$ cat config.mk
export PLATFORM = sky130hd
export DESIGN_NAME = fifo_with_key_count_and_purge
export DESIGN_NICKNAME = d
export VERILOG_FILES = /design/src/hdl/fwkc_pkg.sv /design/src/hdl/fwkc_ram.sv /design/src/hdl/fwkc_ctrl.sv /design/src/hdl/fwkc_dp.sv /design/src/hdl/fifo_with_key_count_and_purge.sv
export SDC_FILE = /design/constraint.sdc
export NUM_CORES = 1
export LEC_CHECK = 0
export ABC_AREA = 1
export BUFFER_PORTS_ARGS = -buffer_cell sky130_fd_sc_hd__buf_2
export CAP_MARGIN = 20
export CORE_MARGIN = 5
export CORE_UTILIZATION = 45
export DETAILED_ROUTE_END_ITERATION = 6
export HOLD_SLACK_MARGIN = 0.02
export PLACE_DENSITY = 0.67
export SYNTH_ARGS = -nofsm -noshare
export SYNTH_HDL_FRONTEND = slang
export SYNTH_SLANG_ARGS = --single-unit
$ cat constraint.sdc
create_clock -name i_clk -period 4 [get_ports i_clk]
set_input_delay 0.2 -clock i_clk [delete_from_list [all_inputs] [get_ports i_clk]]
set_output_delay 0.2 -clock i_clk [all_outputs]
set_load 0.01 [all_outputs]
$ cat src/hdl/fwkc_pkg.sv
// ============================================================================
// fwkc_pkg
// shared types and constants of the key queue with count and purge
// ============================================================================
package fwkc_pkg;

    // default sizes
    localparam int DEPTH_DEF    = 32;
    localparam int KEY_BITS_DEF = 16;

    // fixed field widths of the transfer payloads
    localparam int KEY_W = 16;
    localparam int CNT_W = 6;

    // reset value of the limit register
    localparam logic [CNT_W-1:0] LIMIT_RESET = 6'd32;

    typedef enum logic [1:0] {
        OP_ENQUEUE = 2'd0,
        OP_DEQUEUE = 2'd1,
        OP_COUNT   = 2'd2,
        OP_PURGE   = 2'd3
    } t_op;

    typedef enum logic [1:0] {
        ST_DONE  = 2'd0,
        ST_FULL  = 2'd1,
        ST_EMPTY = 2'd2
    } t_status;

    typedef struct packed {
        t_op              operation;
        logic [KEY_W-1:0] key;
    } t_in_item;

    typedef struct packed {
        t_status          status;
        logic [KEY_W-1:0] key_out;
        logic [CNT_W-1:0] match_count;
        logic [CNT_W-1:0] level;
    } t_out_item;

    // controller to datapath
    typedef struct packed {
        logic load;
        logic enq_write;
        logic set_full;
        logic set_empty;
        logic deq_read;
        logic deq_take;
        logic scan_init;
        logic scan_read;
        logic commit;
        logic respond;
    } t_cmd;

    // datapath to controller
    typedef struct packed {
        t_op  op;
        logic full;
        logic empty;
        logic scan_last;
    } t_sts;

endpackage

$ cat src/hdl/fwkc_ram.sv
// ============================================================================
// fwkc_ram
// simple dual-port ram, one write and one registered read per cycle
// ============================================================================
module fwkc_ram #(
    parameter int WIDTH = fwkc_pkg::KEY_BITS_DEF,
    parameter int DEPTH = fwkc_pkg::DEPTH_DEF
) (
    input  logic                     i_clk,
    input  logic                     i_we,
    input  logic [$clog2(DEPTH)-1:0] i_waddr,
    input  logic [WIDTH-1:0]         i_wdata,
    input  logic                     i_re,
    input  logic [$clog2(DEPTH)-1:0] i_raddr,
    output logic [WIDTH-1:0]         o_rdata
);

    logic [WIDTH-1:0] r_mem [DEPTH];
    logic [WIDTH-1:0] r_rdata;

    always_ff @(posedge i_clk) begin
        if (i_we) begin
            r_mem[i_waddr] <= i_wdata;
        end
        if (i_re) begin
            r_rdata <= r_mem[i_raddr];
        end
    end

    assign o_rdata = r_rdata;

endmodule

$ cat src/hdl/fwkc_ctrl.sv
// ============================================================================
// fwkc_ctrl
// sequencer for enqueue, dequeue and the count / purge walk
// ============================================================================
module fwkc_ctrl (
    input  logic          i_clk,
    input  logic          i_rst_n,
    input  logic          start,
    output logic          busy,
    input  fwkc_pkg::t_sts i_sts,
    output fwkc_pkg::t_cmd o_cmd
);

    typedef enum logic [6:0] {
        S_IDLE     = 7'b0000001,
        S_EXEC     = 7'b0000010,
        S_DEQ_WAIT = 7'b0000100,
        S_SCAN     = 7'b0001000,
        S_DRAIN    = 7'b0010000,
        S_COMMIT   = 7'b0100000,
        S_FINISH   = 7'b1000000
    } t_state;

    t_state r_state;
    t_state n_state;

    always_ff @(posedge i_clk) begin
        if (!i_rst_n) begin
            r_state <= S_IDLE;
        end else begin
            r_state <= n_state;
        end
    end

    always_comb begin
        n_state = r_state;
        o_cmd   = '0;
        case (r_state)
            S_IDLE: begin
                if (start) begin
                    o_cmd.load = 1'b1;
                    n_state    = S_EXEC;
                end
            end
            S_EXEC: begin
                case (i_sts.op)
                    fwkc_pkg::OP_ENQUEUE: begin
                        if (i_sts.full) begin
                            o_cmd.set_full = 1'b1;
                        end else begin
                            o_cmd.enq_write = 1'b1;
                        end
                        n_state = S_FINISH;
                    end
                    fwkc_pkg::OP_DEQUEUE: begin
                        if (i_sts.empty) begin
                            o_cmd.set_empty = 1'b1;
                            n_state         = S_FINISH;
                        end else begin
                            o_cmd.deq_read = 1'b1;
                            n_state        = S_DEQ_WAIT;
                        end
                    end
                    default: begin
                        // count and purge on an empty queue finish at once
                        if (i_sts.empty) begin
                            n_state = S_FINISH;
                        end else begin
                            o_cmd.scan_init = 1'b1;
                            n_state         = S_SCAN;
                        end
                    end
                endcase
            end
            S_DEQ_WAIT: begin
                o_cmd.deq_take = 1'b1;
                n_state        = S_FINISH;
            end
            S_SCAN: begin
                o_cmd.scan_read = 1'b1;
                if (i_sts.scan_last) begin
                    n_state = S_DRAIN;
                end
            end
            S_DRAIN: begin
                n_state = S_COMMIT;
            end
            S_COMMIT: begin
                o_cmd.commit = 1'b1;
                n_state      = S_FINISH;
            end
            S_FINISH: begin
                o_cmd.respond = 1'b1;
                n_state       = S_IDLE;
            end
            default: begin
                n_state = S_IDLE;
            end
        endcase
    end

    assign busy = (r_state != S_IDLE);

endmodule

$ cat src/hdl/fwkc_dp.sv
// ============================================================================
// fwkc_dp
// key store, ring pointers, counters and result register
// ============================================================================
module fwkc_dp #(
    parameter int DEPTH    = fwkc_pkg::DEPTH_DEF,
    parameter int KEY_BITS = fwkc_pkg::KEY_BITS_DEF
) (
    input  logic                          i_clk,
    input  logic                          i_rst_n,
    input  fwkc_pkg::t_in_item            i_item,
    input  logic                          i_cfg_we,
    input  logic [fwkc_pkg::CNT_W-1:0]    i_cfg_data,
    input  fwkc_pkg::t_cmd                i_cmd,
    output fwkc_pkg::t_sts                o_sts,
    output fwkc_pkg::t_out_item           o_result,
    output logic                          o_done
);

    localparam int AW = $clog2(DEPTH);
    localparam int CW = $clog2(DEPTH + 1);
    localparam int LW = (CW > fwkc_pkg::CNT_W) ? CW : fwkc_pkg::CNT_W;

    fwkc_pkg::t_op        r_op;
    logic [KEY_BITS-1:0]  r_key;
    logic [CW-1:0]        r_count;
    logic [AW-1:0]        r_oldest;
    logic [AW-1:0]        r_rd;
    logic [AW-1:0]        r_wr;
    logic [CW-1:0]        r_idx;
    logic [CW-1:0]        r_matches;
    logic [CW-1:0]        r_kept;
    logic [KEY_BITS-1:0]  r_key_out;
    fwkc_pkg::t_status    r_status;
    logic [fwkc_pkg::CNT_W-1:0] r_limit;
    logic                 r_rd_vld;
    logic                 r_done;
    fwkc_pkg::t_out_item  r_result;

    logic [AW-1:0]        rd_next;
    logic [AW-1:0]        wr_next;
    logic [AW-1:0]        oldest_next;
    logic [CW-1:0]        n_idx;
    logic [AW:0]          tail_sum;
    logic [AW:0]          tail_wrap;
    logic [AW-1:0]        tail;
    logic [LW-1:0]        lim_ext;
    logic [LW-1:0]        lim_eff;
    logic [LW-1:0]        cnt_ext;
    logic [LW-1:0]        mat_ext;
    logic                 ram_we;
    logic [AW-1:0]        ram_waddr;
    logic [KEY_BITS-1:0]  ram_wdata;
    logic                 ram_re;
    logic [AW-1:0]        ram_raddr;
    logic [KEY_BITS-1:0]  ram_rdata;
    logic                 hit;
    logic                 keep_wr;

    // ring arithmetic
    assign rd_next     = (r_rd == AW'(DEPTH - 1)) ? '0 : r_rd + AW'(1);
    assign wr_next     = (r_wr == AW'(DEPTH - 1)) ? '0 : r_wr + AW'(1);
    assign oldest_next = (r_oldest == AW'(DEPTH - 1)) ? '0 : r_oldest + AW'(1);
    assign n_idx       = r_idx + CW'(1);

    assign tail_sum  = {1'b0, r_oldest} + (AW+1)'(r_count);
    assign tail_wrap = tail_sum - (AW+1)'(DEPTH);
    assign tail      = (tail_sum >= (AW+1)'(DEPTH)) ? tail_wrap[AW-1:0] : tail_sum[AW-1:0];

    // limit clipped to capacity
    assign lim_ext = LW'(r_limit);
    assign lim_eff = (lim_ext > LW'(DEPTH)) ? LW'(DEPTH) : lim_ext;
    assign cnt_ext = LW'(r_count);
    assign mat_ext = LW'(r_matches);

    assign o_sts.op        = r_op;
    assign o_sts.full      = (cnt_ext >= lim_eff);
    assign o_sts.empty     = (r_count == '0);
    assign o_sts.scan_last = (n_idx == r_count);

    // compare stage of the walk
    assign hit     = (ram_rdata == r_key);
    assign keep_wr = r_rd_vld && !hit && (r_op == fwkc_pkg::OP_PURGE);

    assign ram_we    = i_cmd.enq_write || keep_wr;
    assign ram_waddr = i_cmd.enq_write ? tail : r_wr;
    assign ram_wdata = i_cmd.enq_write ? r_key : ram_rdata;
    assign ram_re    = i_cmd.deq_read || i_cmd.scan_read;
    assign ram_raddr = i_cmd.deq_read ? r_oldest : r_rd;

    fwkc_ram #(
        .WIDTH (KEY_BITS),
        .DEPTH (DEPTH)
    ) u_store (
        .i_clk   (i_clk),
        .i_we    (ram_we),
        .i_waddr (ram_waddr),
        .i_wdata (ram_wdata),
        .i_re    (ram_re),
        .i_raddr (ram_raddr),
        .o_rdata (ram_rdata)
    );

    // control state
    always_ff @(posedge i_clk) begin
        if (!i_rst_n) begin
            r_count  <= '0;
            r_oldest <= '0;
            r_limit  <= fwkc_pkg::LIMIT_RESET;
            r_rd_vld <= 1'b0;
            r_done   <= 1'b0;
        end else begin
            r_rd_vld <= i_cmd.scan_read;
            r_done   <= i_cmd.respond;
            if (i_cfg_we) begin
                r_limit <= i_cfg_data;
            end
            if (i_cmd.enq_write) begin
                r_count <= r_count + CW'(1);
            end else if (i_cmd.deq_take) begin
                r_count  <= r_count - CW'(1);
                r_oldest <= oldest_next;
            end else if (i_cmd.commit && (r_op == fwkc_pkg::OP_PURGE)) begin
                r_count <= r_kept;
            end
        end
    end

    // payload and walk registers
    always_ff @(posedge i_clk) begin
        if (i_cmd.load) begin
            r_op      <= i_item.operation;
            r_key     <= KEY_BITS'(i_item.key);
            r_status  <= fwkc_pkg::ST_DONE;
            r_key_out <= '0;
            r_matches <= '0;
            r_kept    <= '0;
        end
        if (i_cmd.set_full) begin
            r_status <= fwkc_pkg::ST_FULL;
        end
        if (i_cmd.set_empty) begin
            r_status <= fwkc_pkg::ST_EMPTY;
        end
        if (i_cmd.deq_take) begin
            r_key_out <= ram_rdata;
        end
        if (i_cmd.scan_init) begin
            r_rd  <= r_oldest;
            r_wr  <= r_oldest;
            r_idx <= '0;
        end
        if (i_cmd.scan_read) begin
            r_rd  <= rd_next;
            r_idx <= n_idx;
        end
        if (r_rd_vld) begin
            if (hit) begin
                r_matches <= r_matches + CW'(1);
            end else begin
                r_kept <= r_kept + CW'(1);
            end
        end
        if (keep_wr) begin
            r_wr <= wr_next;
        end
        if (i_cmd.respond) begin
            r_result.status      <= r_status;
            r_result.key_out     <= fwkc_pkg::KEY_W'(r_key_out);
            r_result.match_count <= mat_ext[fwkc_pkg::CNT_W-1:0];
            r_result.level       <= cnt_ext[fwkc_pkg::CNT_W-1:0];
        end
    end

    assign o_result = r_result;
    assign o_done   = r_done;

endmodule

$ cat src/hdl/fifo_with_key_count_and_purge.sv
// ============================================================================
// fifo_with_key_count_and_purge
// bounded key queue with enqueue, dequeue, count by key and purge by key
// ============================================================================
// A command is taken at a rising edge with start high and busy low, and its
// one result appears on o_result for exactly one cycle with o_done high; the
// receiver cannot stall, so the result must be captured in that cycle.
// Steps from the accepting edge: enqueue and any rejected command go through
// execute and finish, dequeue adds a read wait, count and purge on an empty
// queue go straight to finish, else they read the stored keys one per cycle
// through the single read port of the key store, then pass a drain step for
// the last compare, a commit and a finish step. busy drops as the result is
// shown, so the next command can be taken while o_done is high. The store
// needs no clearing after reset. The limit register is to be written with
// i_cfg_we while the block is idle; the block does not enforce this. A limit
// above DEPTH acts as DEPTH and a limit of zero rejects every enqueue.
// ============================================================================
module fifo_with_key_count_and_purge #(
    parameter int DEPTH    = fwkc_pkg::DEPTH_DEF,
    parameter int KEY_BITS = fwkc_pkg::KEY_BITS_DEF
) (
    input  logic                          i_clk,
    input  logic                          i_rst_n,
    // command transfer
    input  logic                          start,
    output logic                          busy,
    input  fwkc_pkg::t_in_item            i_item,
    // result transfer, one cycle strobe
    output logic                          o_done,
    output fwkc_pkg::t_out_item           o_result,
    // limit register
    input  logic                          i_cfg_we,
    input  logic [fwkc_pkg::CNT_W-1:0]    i_cfg_data
);

    // command and status between sequencer and datapath
    fwkc_pkg::t_cmd cmd;
    fwkc_pkg::t_sts sts;

    // sequencer: one command at a time, walk paced by the store read port
    fwkc_ctrl u_ctrl (
        .i_clk   (i_clk),
        .i_rst_n (i_rst_n),
        .start   (start),
        .busy    (busy),
        .i_sts   (sts),
        .o_cmd   (cmd)
    );

    // datapath: ring store, pointers, match and keep counters, result register
    fwkc_dp #(
        .DEPTH    (DEPTH),
        .KEY_BITS (KEY_BITS)
    ) u_dp (
        .i_clk      (i_clk),
        .i_rst_n    (i_rst_n),
        .i_item     (i_item),
        .i_cfg_we   (i_cfg_we),
        .i_cfg_data (i_cfg_data),
        .i_cmd      (cmd),
        .o_sts      (sts),
        .o_result   (o_result),
        .o_done     (o_done)
    );

endmodule

# Yosys cells after proc, flatten, opt, wreduce, memory -nomap -nowiden
# Memory sizes are Yosys's and may differ from the RTL's. A register that Yosys moved wholly into a read port is not among the register bits.
# Cells that the tools add are included.
[word_totals] register_bits=120 ram_bits=512 wordCells=117 n_memories=1
[op_classes] add_sub_neg=10 n_lt_le_gt_ge=3 eq_ne=17 n_mux=49 bitwise=1 reduce_logical=17
[memory_table] memory="u_dp.u_store.r_mem" words=32 width=16 rd=1 rd_ports_with_merged_regs=1 wr=1 line_no="fwkc_ram.sv:18" rtl="logic [WIDTH-1:0] r_mem [DEPTH];"
[ops] cell="$mux 6" count=12
[ops] cell="$mux 16" count=3
[ops] cell="$mux 5" count=9
[ops] cell="$pmux 7 s5" count=1
[ops] cell="$mux 7" count=4
[ops] cell="$add 6x1->6 const B" count=4
[ops] cell="$eq 16x16->1" count=1
[ops] cell="$add 5x1->5 const B" count=3
[ops] cell="$eq 5x5->1 const B" count=3
[ops] cell="$mux 1" count=14
[ops] cell="$pmux 7 s2" count=1
[ops] cell="$mux 2" count=4
[ops] cell="$reduce_bool 2->1" count=4
[ops] cell="$eq 7x1->1 const B" count=1
[ops] cell="$eq 7x2->1 const B" count=1
[ops] cell="$eq 7x3->1 const B" count=1
[ops] cell="$eq 7x4->1 const B" count=1
[ops] cell="$eq 7x5->1 const B" count=1
[ops] cell="$eq 7x6->1 const B" count=1
[ops] cell="$eq 7x7->1 const B" count=1
[ops] cell="$ne 7x1->1 const B" count=1
[ops] cell="$add 5x6->6" count=1
[ops] cell="$eq 6x6->1" count=1
[ops] cell="$ge 6x6->1" count=1
[ops] cell="other kinds (17)" count=23

# Depth between registers and ports, before layout
# Gate-level depths: netlist (run 1).
[logic_depth] depth_word=9 depth_mapped=17 ltp_nobuf=17

# Cells and area by module
# From an unflattened synthesis (run 1), not the netlist that was laid out.
[hier_totals] hier_cells=2507 hier_area_um2=27611.5
[modules_own_cells] module="fwkc_ram" instances=1 cells_per_inst=1794 area_each_um2=21461.8
[modules_own_cells] module="fwkc_dp" instances=1 cells_per_inst=634 area_each_um2=5615.4
[modules_own_cells] module="fwkc_ctrl" instances=1 cells_per_inst=79 area_each_um2=534.3

# Worst setup path before layout (run 1)
# No wires, ideal clock.
[synth_timing] path_kind="reg2reg" start="register u_dp.r_limit (netlist bit u_dp.lim_ext[2])" end="memory u_dp.u_store.r_mem[0][0] (netlist bit) (data pin)" setup_time_ns=0.454 t_arrival_ns=3.158 path_slack_ns=0.388 stages_incl_launch_ff=13 synth_period_minus_slack_ns=3.612 cell_sequence="dfxtp_1 nor2_1 nand2_1 o21ai_0 nand2_1 ha_1 nand2_1 or3_1 nand2_1 nor2_2 buf_2 clkbuf_1 o21ai_0"
[synth_via] elab_chain_len=7
[synth_rtl] item="start: declaration" line_no="fwkc_dp.sv:35" rtl="logic [fwkc_pkg::CNT_W-1:0] r_limit;"
[synth_rtl] item="start signal: assignment" line_no="fwkc_dp.sv:109" rtl="r_limit <= fwkc_pkg::LIMIT_RESET;"
[synth_rtl] item="start signal: assignment" line_no="fwkc_dp.sv:116" rtl="r_limit <= i_cfg_data;"
[synth_rtl] item="$gt 6x6->1" line_no="fwkc_dp.sv:72" rtl="assign lim_eff = (lim_ext > LW'(DEPTH)) ? LW'(DEPTH) : lim_ext;"
[synth_rtl] item="$mux 6 *" line_no="fwkc_dp.sv:72"
[synth_rtl] item="$ge 6x6->1 *" line_no="fwkc_dp.sv:77" rtl="assign o_sts.full = (cnt_ext >= lim_eff);"
[synth_rtl] item="$mux 1 *" line_no="fwkc_ctrl.sv:48" rtl="if (i_sts.full) begin"
[synth_rtl] item="$mux 2 *" line_no="fwkc_ctrl.sv:46" rtl="case (i_sts.op)"
[synth_rtl] item="$mux 4 *" line_no="fwkc_ctrl.sv:38" rtl="case (r_state)"
[synth_rtl] item="$mux 16 *" line_no="fwkc_dp.sv:87" rtl="assign ram_wdata = i_cmd.enq_write ? r_key : ram_rdata;"
[synth_rtl] item="net u_dp.ram_wdata[0]" line_no="fwkc_dp.sv:53" rtl="logic [KEY_BITS-1:0] ram_wdata;"
[synth_rtl] item="end: declaration" line_no="fwkc_ram.sv:18"
# Mark *: on every way through the listed nets, which the timed path passes. The rest lies on a longest branch.

# Final worst setup path (run 1)
[layout_timing] start="register u_dp.r_limit (netlist bit u_dp.lim_ext[2])" end="memory u_dp.u_store.r_mem[18][15] (netlist bit) (enable)"
[layout_via] elab_chain_len=9 elab_cells_between_ends=10 cone_classes="order compare (2); mux (7); reduce/logical (1)"
[layout_rtl] item="$gt 6x6->1" line_no="fwkc_dp.sv:72"
[layout_rtl] item="$mux 6 *" line_no="fwkc_dp.sv:72"
[layout_rtl] item="$ge 6x6->1 *" line_no="fwkc_dp.sv:77"
[layout_rtl] item="$mux 1 *" line_no="fwkc_ctrl.sv:48"
[layout_rtl] item="$mux 2 *" line_no="fwkc_ctrl.sv:46"
[layout_rtl] item="$mux 4 *" line_no="fwkc_ctrl.sv:38"
[layout_rtl] item="$logic_or 1x1->1" line_no="fwkc_dp.sv:85" rtl="assign ram_we = i_cmd.enq_write || keep_wr;"
[layout_rtl] item="$mux 1" line_no="fwkc_ram.sv:22" rtl="if (i_we) begin"
[layout_rtl] item="$mux 1 (not written as such)" line_no="fwkc_ram.sv:23" rtl="r_mem[i_waddr] <= i_wdata;"
# Every way passes the cells marked *; elsewhere a longest branch is shown, timed or not.

==> results of run 1 <==
stage by stage:
| stage | power (mW) | setup WS, ps |
|---|---|---|
| final | 13.8 | 296 |
| after global routing | 14.2 | 93.9 |
| after CTS | 13.9 | 391 |
| after detailed placement | 7.84 | 388 |
| after global placement | 7.84 | -46.4 |
| after floorplan | 7.72 | 388 |
path summary, 6_finish.rpt:
path | from | to | cells after the start | slack [ps]
worst min register to register | u_dp.r_key_out[10] | u_dp.o_result[22] | 0 | 420
worst max-delay path | u_dp.lim_ext[2] | u_dp.u_store.r_mem[18][15] | 17 | 300
worst max register to register | u_dp.lim_ext[2] | u_dp.u_store.r_mem[18][15] | 17 | 300
worst min-delay path | i_item[17] | u_dp.r_op[1] | 2 | 330
cells in the mapped netlist (all sizes together) (3+ instances only):
cell    number  area (sq um)
clkinv       3          11.3
edfxtp     608         18300
xor2        20           175
nand4        8          71.3
dfxtp       40           801
nand2      586          2220
a21oi       26           130
inv        546          2050
nor2       116           464
buf         82           458
nor3         7          35.0
clkbuf      45           169
ha          22           275
nand3b      49           368
nor4         4          25.0
nand3      556          2810
o21ai       56           299
or2          3          18.8
xnor2       16           140
o22ai        6          37.5
cells by family (layout without fill, tap and decap cells):
| kind of cell | after synthesis | after routing |
|---|---|---|
| AO/OA/AOI/OAI | 98 | 98 |
| XOR/XNOR | 36 | 36 |
| adder cells (fa/ha/maj) | 23 | 23 |
| buffers and inverters | 676 | 876 |
| flip-flops | 648 | 648 |
| AND/OR/NAND/NOR | 1331 | 1331 |
registers in the layout (all words and copies together), names as in the netlist:
| signal | cells |
|---|---|
| u_dp.r_status | 2 |
| u_dp.r_kept | 6 |
| u_dp.u_store.r_mem | 512 |
| u_dp.o_done | 1 |
| u_dp.cnt_ext | 6 |
| u_dp.r_wr | 5 |
| u_dp.r_op | 2 |
| u_dp.mat_ext | 6 |
| u_dp.r_rd | 5 |
| u_dp.r_key | 16 |
| u_dp.lim_ext | 6 |
| u_dp.o_result | 30 |
| u_dp.r_rd_vld | 1 |
| u_ctrl.r_state | 7 |
| u_dp.r_oldest | 5 |
| u_dp.u_store.o_rdata | 16 |
| u_dp.r_key_out | 16 |
| u_dp.r_idx | 6 |
per-layer routing:
| layer | GRT usage (%) | share of wire, % | vias to the layer above |
|---|---|---|---|
| met5 | 0 | 0 | - |
| met4 | 7.10 | 3.5 | 0 |
| met3 | 4.36 | 8.6 | 166 |
| met2 | 34.7 | 47 | 903 |
| met1 | 28.9 | 41 | 9657 |
| li1 | - | - | 9529 |
power groups by stage:
| stage | Combinational, mW | Sequential, mW | Clock [mW] |
|---|---|---|---|
| floorplan | 0.156 | 7.57 | 0 |
| finish | 0.297 | 7.44 | 6.06 |
| global route | 0.325 | 7.44 | 6.44 |
| global placement | 0.255 | 7.58 | 0 |
| CTS | 0.294 | 7.44 | 6.15 |
| detailed placement | 0.260 | 7.58 | 0 |
layout make-up:
class / count / area [sq um]
timing repair buffer: 202 / 1730
inverter: 549 / 2060
sequential: 648 / 19100
clock inverter: 44 / 345
tap: 855 / 1070
multi-input combinational: 1488 / 7300
clock buffer: 81 / 1780
fill: 5511 / 30800
==> metrics.csv, run 1 <==
metric,value,unit
area.growth.synth_to_final,15.3,%
dr_total_vias,20300,
postSynthNetCount,2863,
clock-root-buffer,sky130_fd_sc_hd__clkbuf_16,
die-area,69500,sq um
cellPowerDensity,414,nW/um^2
portion_of_total_power_attributed_to_combinational_logic,2.2,%
ys_types,43,
critical-path-max-stage-delay,450,ps
number_of_hold_slack_violations_in_the_final_timing_report,0,
postSynthRegisterBits,648,
critical-path-top-delay-family,simple AND/OR/NAND/NOR gates,
power.share.clock,43.9,%
numCtsBuffers,68,
synthesis.instances,2812,
number_of_max_cap_violations,0,
fmax,0.270,GHz
stdcell_count,3867,
grt_usage,21.3,%
ioPinCount,60,
cts_htree_levels,3,
placement_rows,93,
timing.critical_path.fanout_max,12,
power.ir.vdd_worst,320,uV
power_report.internal_total,11.0,mW
fin_crit_sh,92.6,%
synth_edf_count,608,
share_of_the_synthesized_area_in_compound_gates_ao_oa_aoi_oai,1.87,%
critical_path.endpoint_type,flip-flop,
worst-setup-path-type,reg2reg,
mean_cell_area_of_the_mapped_netlist,10.3,sq um
placeableCoreArea,64100,sq um
antennaDiodeCount,0,
worstPathBufferInverterCount,4,
cts.hold.buffers_added,38,
p_leak,14.0,nW
combined_area_of_all_synthesized_cells,28900,sq um
postLayoutCellArea,33300,sq um
cts_post_setup_buffers_inserted,0,
critical_path.startpoint_type,flip-flop,
antenna_violations_before_repair,0,
synth_simple_gate_area_share,20.8,%
synth_flop_cell,sky130_fd_sc_hd__edfxtp_1,
routed_wl,75700,microns
worst_slew_pin_slew,1160,ps
post_cts_resize_count,0,
routabilityCongestion,0.932,
max-slew-margin-rel,22.5,%
worst_hold_slack,329,ps
hpwlAfterDp,47000,microns
drcViolationCount,0,
reported_net_switching_power,2.83,mW
setup-tns-final,0,ps
outcome,finished clean,
drtIter0Drc,2338,
route.detailed.wl_per_inst,19.6,microns
drtAntennaViolNets,0,
combinational_family_with_the_most_area_after_synthesis,simple AND/OR/NAND/NOR gates,
final.setup_skew,19.2,ps
timing_max_transition_violations_final,0,
mostFrequentLayoutCell,sky130_fd_sc_hd__edfxtp_1,
drt-vias-per-instance,5.24,
drt_pre_antenna_iters,7,
clock_network_latency_to_the_later_pin_of_the_worst_skew_pair,610,ps
period_minus_slack,3700,ps
placement.cell_area,30800,sq um
tritoncts,done,
number_of_cells_after_detailed_placement,3704,
first_global_vias,19700,
clk_pin_slew_worst_paths,60,ps
sw_frac_of_total,20.5,%
arrival,4010,ps
initial_utilization,45.1,%
mostFrequentLayoutCells,"608 x sky130_fd_sc_hd__edfxtp_1, 580 x sky130_fd_sc_hd__nand2_1, 554 x sky130_fd_sc_hd__nand3_1, 544 x sky130_fd_sc_hd__inv_1, 110 x sky130_fd_sc_hd__nor2_1",
design.final.nets,3008,
first_pass_grt_wire_length,115000,microns
worst_hold_path_type,in2reg,
postLayoutCoreUtil,52.0,%
worstPathCellList,nor2_1 -> nand2_1 -> o21ai_0 -> nand2_1 -> ha_1 -> inv_1 -> nor2_1 -> o21ai_0 -> o211a_1 -> nand2_1 -> nor2_4 -> inv_2 -> o21ai_0 -> nand3_1 -> buf_4 -> nor2_1 -> buf_4,
yosys.area_share.adder,1.02,%
sequentialPowerShare,53.9,%
setup_viol,0,
synth_warnings,0,
worstPathRequired,4300,ps
die_width,264,microns
layout-drive-gt1-share,10.1,%
clock_sink_count,648,
placement.io_buffers,59,
grt_setup_unrepaired,no,
floorplan.die.height,264,microns
synth-async-reset-ratio,0,%
synth_xor_xnor_area_share,1.09,%
globalRoute.totalOverflow,0,
post_synth_mux_area_share,0,%
cp_slowest_cell,sky130_fd_sc_hd__nor2_1,
synth_seq_area_share,65.9,%
cts-root-to-sink-buffers,3,
pin_count_of_the_biggest_net_entering_global_routing,97,
No activity file was read; power rests on OpenSTA's default activity.
==> run 2: changes to the inputs <==
REMOVE_ABC_BUFFERS = 1   (was default)
==> run 2 against run 1 <==
  * Setup slack got worse by 24 ps
  * Die area did not move
  * Largest cell class unchanged
  * Sequential share of layout area rose by 0.15 points
  * Power fell by 0.58%
  * Highest routed layer unchanged
  * Clock skew rose by 7.6 ps
  * Cell count fell by 0.31%
  * Clock power fell by 1%
==> metrics.csv, run 2 (synthesized netlist as in run 1, its figures left out) <==
metric,value,unit
outcome,finished clean,
route.detailed.wl_per_inst,19.6,microns
pin_count_of_the_biggest_net_entering_global_routing,119,
postLayoutCoreUtil,51.9,%
setup_viol,0,
cts_htree_levels,3,
layout-drive-gt1-share,10.2,%
multi_input_area,7310,sq um
dr_total_vias,20200,
timing.hold.worst_path_depth,2,
worst_hold_path_type,in2reg,
report.power.total,13.7,mW
fmax,0.268,GHz
clock_network_latency_to_the_later_pin_of_the_worst_skew_pair,610,ps
worst_case_register_to_register_setup_slack,270,ps
fin_crit_sh,93.2,%
placement.io_buffers,59,
ioPinCount,60,
tritoncts,done,
cts-root-to-sink-buffers,3,
p_leak,13.9,nW
clock-root-buffer,sky130_fd_sc_hd__clkbuf_16,
cts_post_setup_buffers_inserted,0,
initial_utilization,45.1,%
setup-tns-final,0,ps
drtAntennaViolNets,0,
mostFrequentLayoutCell,sky130_fd_sc_hd__edfxtp_1,
rr_startpoint,u_dp.lim_ext[2],
r2r_end,u_dp.u_store.r_mem[2][2],
drt-vias-per-instance,5.25,
drcViolationCount,0,
max-slew-margin-rel,32.1,%
hpwlAfterDp,46600,microns
design.final.nets,3005,
clk_pin_slew_worst_paths,60,ps
cellPowerDensity,412,nW/um^2
die_width,264,microns
placeableCoreArea,64100,sq um
critical_path.endpoint_type,flip-flop,
registers.top_by_ff_count,u_dp.u_store.r_mem,
hold_path.startpoint,i_item[7],
worst-setup-path-type,reg2reg,
area.growth.synth_to_final,15.0,%
antennaDiodeCount,0,
worstPathRequired,4220,ps
drt_pre_antenna_iters,6,
final.setup_skew,26.8,ps
clock_sink_count,648,
die-area,69500,sq um
grt_setup_unrepaired,no,
critical_path.startpoint_type,flip-flop,
number_of_max_cap_violations,0,
power.ir.vdd_worst,238,uV
first_pass_grt_wire_length,115000,microns
grt_usage,21.2,%
period_minus_slack,3730,ps
floorplan.die.height,264,microns
routed_wl,75700,microns
routabilityCongestion,0.939,
antenna_violations_before_repair,1,
area_of_all_sequential_standard_cells,19100,sq um
numCtsBuffers,68,
first_global_vias,19100,
worst_slew_pin_slew,1020,ps
n_fill_cell,5507,
timing.critical_path.fanout_max,16,
arrival,3950,ps
mostFrequentLayoutCells,"608 x sky130_fd_sc_hd__edfxtp_1, 580 x sky130_fd_sc_hd__nand2_1, 554 x sky130_fd_sc_hd__nand3_1, 544 x sky130_fd_sc_hd__inv_1, 105 x sky130_fd_sc_hd__nor2_1",
worstPathCellList,nor2_1 -> nand2_1 -> o21ai_0 -> nand2_1 -> ha_1 -> inv_1 -> nor2_1 -> o21ai_0 -> o211a_1 -> nand2_1 -> nor2_4 -> inv_2 -> buf_4 -> o21ai_0 -> nand3_1 -> buf_4 -> nor2_2,
globalRoute.totalOverflow,0,
cp_slowest_cell,sky130_fd_sc_hd__nor2_2,
placement_rows,93,
number_of_cells_on_the_worst_reg_to_reg_path,17,
worst_hold_slack,333,ps
drtIter0Drc,2286,
min_to,u_dp.r_key[7],
timing_max_transition_violations_final,0,
critical-path-max-stage-delay,630,ps
number_of_hold_slack_violations_in_the_final_timing_report,0,
largest_register_ffs,512,
==> run 2: cell count changes in the layout (fill, tap and decap cells not counted), sizes merged <==
cell	before	now
buf	164	163
clkbuf	81	83
clkinv	37	28
dlygate4sd3	38	36
inv	550	548
==> run 2: how the worst max path moves through the flow <==
stage	start	endpoint	slack (ps)	cells past startpoint
3_3_place_gp	u_dp.lim_ext[2]	u_dp.u_store.r_mem[19][6]	-110	16
5_1_grt	u_dp.lim_ext[2]	u_dp.u_store.r_mem[2][2]	10	17
3_5_place_dp	u_dp.lim_ext[2]	u_dp.u_store.r_mem[2][6]	-30	17
4_1_cts	u_dp.lim_ext[2]	u_dp.u_store.r_mem[16][0]	20	16
2_1_floorplan	u_dp.cnt_ext[1]	u_dp.u_store.o_rdata[11]	-330	11
6_report	u_dp.lim_ext[2]	u_dp.u_store.r_mem[2][2]	270	17
==> run 2: where the power goes <==
| part | internal (mW) | switching [mW] | leakage, nW |
|---|---|---|---|
| Clock | 3.46 | 2.52 | 1.03 |
| Combinational | 0.102 | 0.191 | 7.13 |
| Sequential | 7.40 | 0.0356 | 5.79 |
| Total | 11.0 | 2.75 | 13.9 |
==> run 2: timing repair <==
item | 4_1_cts | 5_1_grt
hold endpoints to repair | 35 | 0
endpoints found under the setup margin | 32 | 30
gates resized for setup | 2 | 3
hold buffers | 36 | 0
==> run 2: layout make-up <==
type	instances	share of cell area, %
Sequential cell	648	57.3
Multi-Input combinational cell	1488	22.0
Inverter	549	6.20
Clock buffer	83	5.44
Timing Repair Buffer	199	5.07
Tap cell	855	3.22
Clock inverter	33	0.801
==> run 2: metal layers <==
layer	vias up	track usage (%)	wire, microns
li1	9517	-	-
met3	160	5.32	7310
met1	9635	29.6	31300
met4	0	7.09	2460
met5	-	0	0
met2	925	32.9	34700
==> run 2: critical path: cells and delay by family (launching register included) <==
family | cells | cell delay, ps
and+or+nand+nor | 8 | 1330
AOI/OAI and AO/OA | 4 | 920
buffers and inverters | 4 | 510
DFF | 1 | 310
adders and majority gates | 1 | 290
==> run 2: through the flow <==
step / worst slack, ps / cell area (sq um) / std cells
after floorplan: -329 / 28300 / 2685
after global placement: -114 / 30700 / 3693
after detailed placement: -34.0 / 30800 / 3701
after CTS: 20.6 / 33200 / 3853
after global routing: 10.2 / 33300 / 3855
final: 272 / 33300 / 3855
==> run 3: changes to the inputs <==
ABC_AREA = default   (was 1)
CORE_MARGIN = 2   (was 5)
PLACE_DENSITY = 0.68   (was 0.67)
==> run 3 against run 2 <==
  * Utilization grew 0.92 points
  * Combinational power increased by 43%
  * Critical path depth shrank 8
  * Sequential cell count unchanged
  * Worst hold slack worse by 290 ps
  * Routed wire length down 17%
  * Synthesized cell count down 41%
  * Via count fell by 25%
  * Setup slack gained 37 ps
  * First-iteration DRC count shrank 35%
==> metrics.csv, run 3 <==
metric,value,unit
synth-async-reset-ratio,0,%
worst-setup-path-type,reg2reg,
clock-root-buffer,sky130_fd_sc_hd__clkbuf_16,
drt-vias-per-instance,5.74,
cts_htree_levels,3,
postLayoutCellArea,30500,sq um
post_cts_resize_count,0,
worst_hold_path_type,in2reg,
floorplan.die.height,245,microns
fmax,0.271,GHz
placement.cell_area,28100,sq um
grt_setup_unrepaired,no,
worst_slew_pin_slew,994,ps
post-synth-top-count-cell,sky130_fd_sc_hd__edfxtp_1,
combined_area_of_all_synthesized_cells,26200,sq um
power.ir.vdd_worst,323,uV
critical_path.startpoint_type,flip-flop,
area.growth.synth_to_final,16.2,%
max-slew-margin-rel,33.7,%
final.setup_skew,33.4,ps
timing_max_transition_violations_final,0,
timing.critical_path.fanout_max,35,
registers.top_by_ff_count,u_dp.u_store.r_mem,
routabilityCongestion,0.847,
number_of_hold_slack_violations_in_the_final_timing_report,0,
drtAntennaViolNets,0,
antenna_violations_before_repair,0,
placeableCoreArea,57700,sq um
synth_edf_count,608,
outcome,finished clean,
n_fill_cell,4591,
cellPowerDensity,447,nW/um^2
pin_count_of_the_biggest_net_entering_global_routing,56,
placement.io_buffers,59,
tritoncts,done,
clock_sink_count,648,
clock_network_latency_to_the_later_pin_of_the_worst_skew_pair,620,ps
yosysTopAreaCell,sky130_fd_sc_hd__edfxtp_1,
period_minus_slack,3690,ps
mostFrequentLayoutCells,"608 x sky130_fd_sc_hd__edfxtp_1, 265 x sky130_fd_sc_hd__mux2i_1, 130 x sky130_fd_sc_hd__a22oi_1, 105 x sky130_fd_sc_hd__nand2_1, 95 x sky130_fd_sc_hd__buf_4",
mean_cell_area_of_the_mapped_netlist,15.9,sq um
numCtsBuffers,67,
routed_wl,63100,microns
placement_rows,88,
first_pass_grt_wire_length,94600,microns
cts-root-to-sink-buffers,3,
post-synth-top-area-fraction,69.6,%
initial_utilization,45.4,%
arrival,4020,ps
postSynthRegisterBits,648,
highest_layer,met4,
die-area,60200,sq um
worstPathRequired,4320,ps
drt_pre_antenna_iters,7,
ioPinCount,60,
synth_warnings,0,
die_width,245,microns
design.final.nets,1889,
grt_usage,21.2,%
fin_crit_sh,92.3,%
route.detailed.wl_per_inst,23.8,microns
worst_hold_slack,47.5,ps
drtIter0Drc,1493,
drcViolationCount,0,
synthesis.instances,1652,
globalRoute.totalOverflow,0,
first_global_vias,15200,
met1Wirelength,26600,microns
synth_seq_area_share,72.7,%
setup_viol,0,
wl_met2,30000,microns
synth_flop_cell,sky130_fd_sc_hd__edfxtp_1,
hpwlAfterDp,38600,microns
area_of_all_sequential_standard_cells,19100,sq um
ys_types,56,
number_of_max_cap_violations,0,
largest_register_ffs,512,
clk_pin_slew_worst_paths,60,ps
mostFrequentLayoutCell,sky130_fd_sc_hd__edfxtp_1,
layout-drive-gt1-share,15.2,%
dr_total_vias,15200,
ys_top_cells_by_count,"608 x sky130_fd_sc_hd__edfxtp_1, 267 x sky130_fd_sc_hd__mux2i_1, 130 x sky130_fd_sc_hd__a22oi_1",
met3WireLength,4890,microns
synth.area.top_cells,"sky130_fd_sc_hd__edfxtp_1 70%, sky130_fd_sc_hd__mux2i_1 10%, sky130_fd_sc_hd__a22oi_1 3.7%, sky130_fd_sc_hd__dfxtp_1 3.1%, sky130_fd_sc_hd__nand2_1 1.5%",
multi_input_area,6800,sq um
p_leak,11.6,nW
critical_path.endpoint_type,flip-flop,
run 3: changes by cell type in the layout (fill, tap and decap cells not counted), sizes merged, moves of 9 or more:
| cell | previous run | this run |
|---|---|---|
| inv | 548 | 19 |
| nand3 | 556 | 30 |
| nand2 | 586 | 105 |
| mux2i | 0 | 268 |
| a22oi | 1 | 130 |
| nand3b | 49 | 1 |
| nor2 | 116 | 69 |
| a21oi | 26 | 67 |
| o21ai | 56 | 34 |
| and2 | 0 | 20 |
| a2111oi | 0 | 16 |
| nand2b | 0 | 12 |
| o31ai | 2 | 11 |
run 3: cell type report:
cell class | count | share of cell area [%]
clock inverters | 29 | 0.698
repair buffers | 198 | 5.15
multi-input cells | 906 | 22.3
well taps | 765 | 3.14
flip-flops and latches | 648 | 62.6
diodes | 1 | 0.00822
inverters | 17 | 0.209
clock buffers | 89 | 5.91
run 3: kinds of logic (layout without fill, tap and decap cells):
| kind of cell | after synthesis | in the layout | synth area share, % |
|---|---|---|---|
| AO/OA/AOI/OAI | 286 | 286 | 7.68 |
| XOR/XNOR | 37 | 37 | 1.24 |
| adder cells (fa/ha/maj) | 23 | 23 | 1.13 |
| buffers and inverters | 98 | 333 | 1.60 |
| flip-flops | 648 | 648 | 72.7 |
| multiplexers | 274 | 274 | 10.5 |
| other | 0 | 1 | 0 |
| AND/OR/NAND/NOR | 286 | 286 | 5.15 |
run 3: power breakdown:
group / switching (mW) / total [mW] / internal, mW
clock: 2.53 / 5.79 / 3.25
combinational: 0.235 / 0.419 / 0.183
sequential: 0.0309 / 7.41 / 7.37
total: 2.80 / 13.6 / 10.8
run 3: per-stage QoR:
step | total power, mW | util [%] | cells | worst slack (ps) | TNS, ps
6_report | 13.6 | 52.8 | 2653 | 309 | 0
4_1_cts | 13.7 | 52.8 | 2652 | 316 | 0
2_1_floorplan | 7.98 | - | 1571 | -8180 | -232880
3_5_place_dp | 7.94 | 48.7 | 2502 | 302 | 0
3_3_place_gp | 7.93 | 48.7 | 2502 | 435 | 0
5_1_grt | 14.0 | 52.8 | 2652 | 66.8 | 0
run 3: critical path, stage by stage, from the launching register on:
cell and delay (ps):
sky130_fd_sc_hd__dfxtp_1 330, sky130_fd_sc_hd__or4b_4 560, sky130_fd_sc_hd__or2_0 300, sky130_fd_sc_hd__nor3_1 230, sky130_fd_sc_hd__o211ai_1 210, sky130_fd_sc_hd__buf_12 220, sky130_fd_sc_hd__mux2i_1 330, sky130_fd_sc_hd__nand3_1 210
sky130_fd_sc_hd__nor2_1 710, sky130_fd_sc_hd__buf_4 300
run 3: worst paths after layout:
kind | depth (start not counted) | endpoint | start | slack (ps)
worst max register to register | 9 | u_dp.u_store.r_mem[10][2] | u_ctrl.r_state[6] | 310
worst min-delay path | 4 | u_ctrl.r_state[0] | start | 50
worst min register to register | 0 | u_dp.o_result[17] | u_dp.r_key_out[5] | 420
worst max-delay path | 9 | u_dp.u_store.r_mem[10][2] | u_ctrl.r_state[6] | 310
run 3: repair_timing:
item,in CTS,in global routing
hold buffers,32,0
hold endpoints to repair,31,0
setup buffers,0,0
run 3: layer usage:
metal	GRT usage, %	vias up
li1	-	6809
met4	7.08	0
met1	28.8	7692
met5	0	-
met3	3.94	107
met2	34.4	627
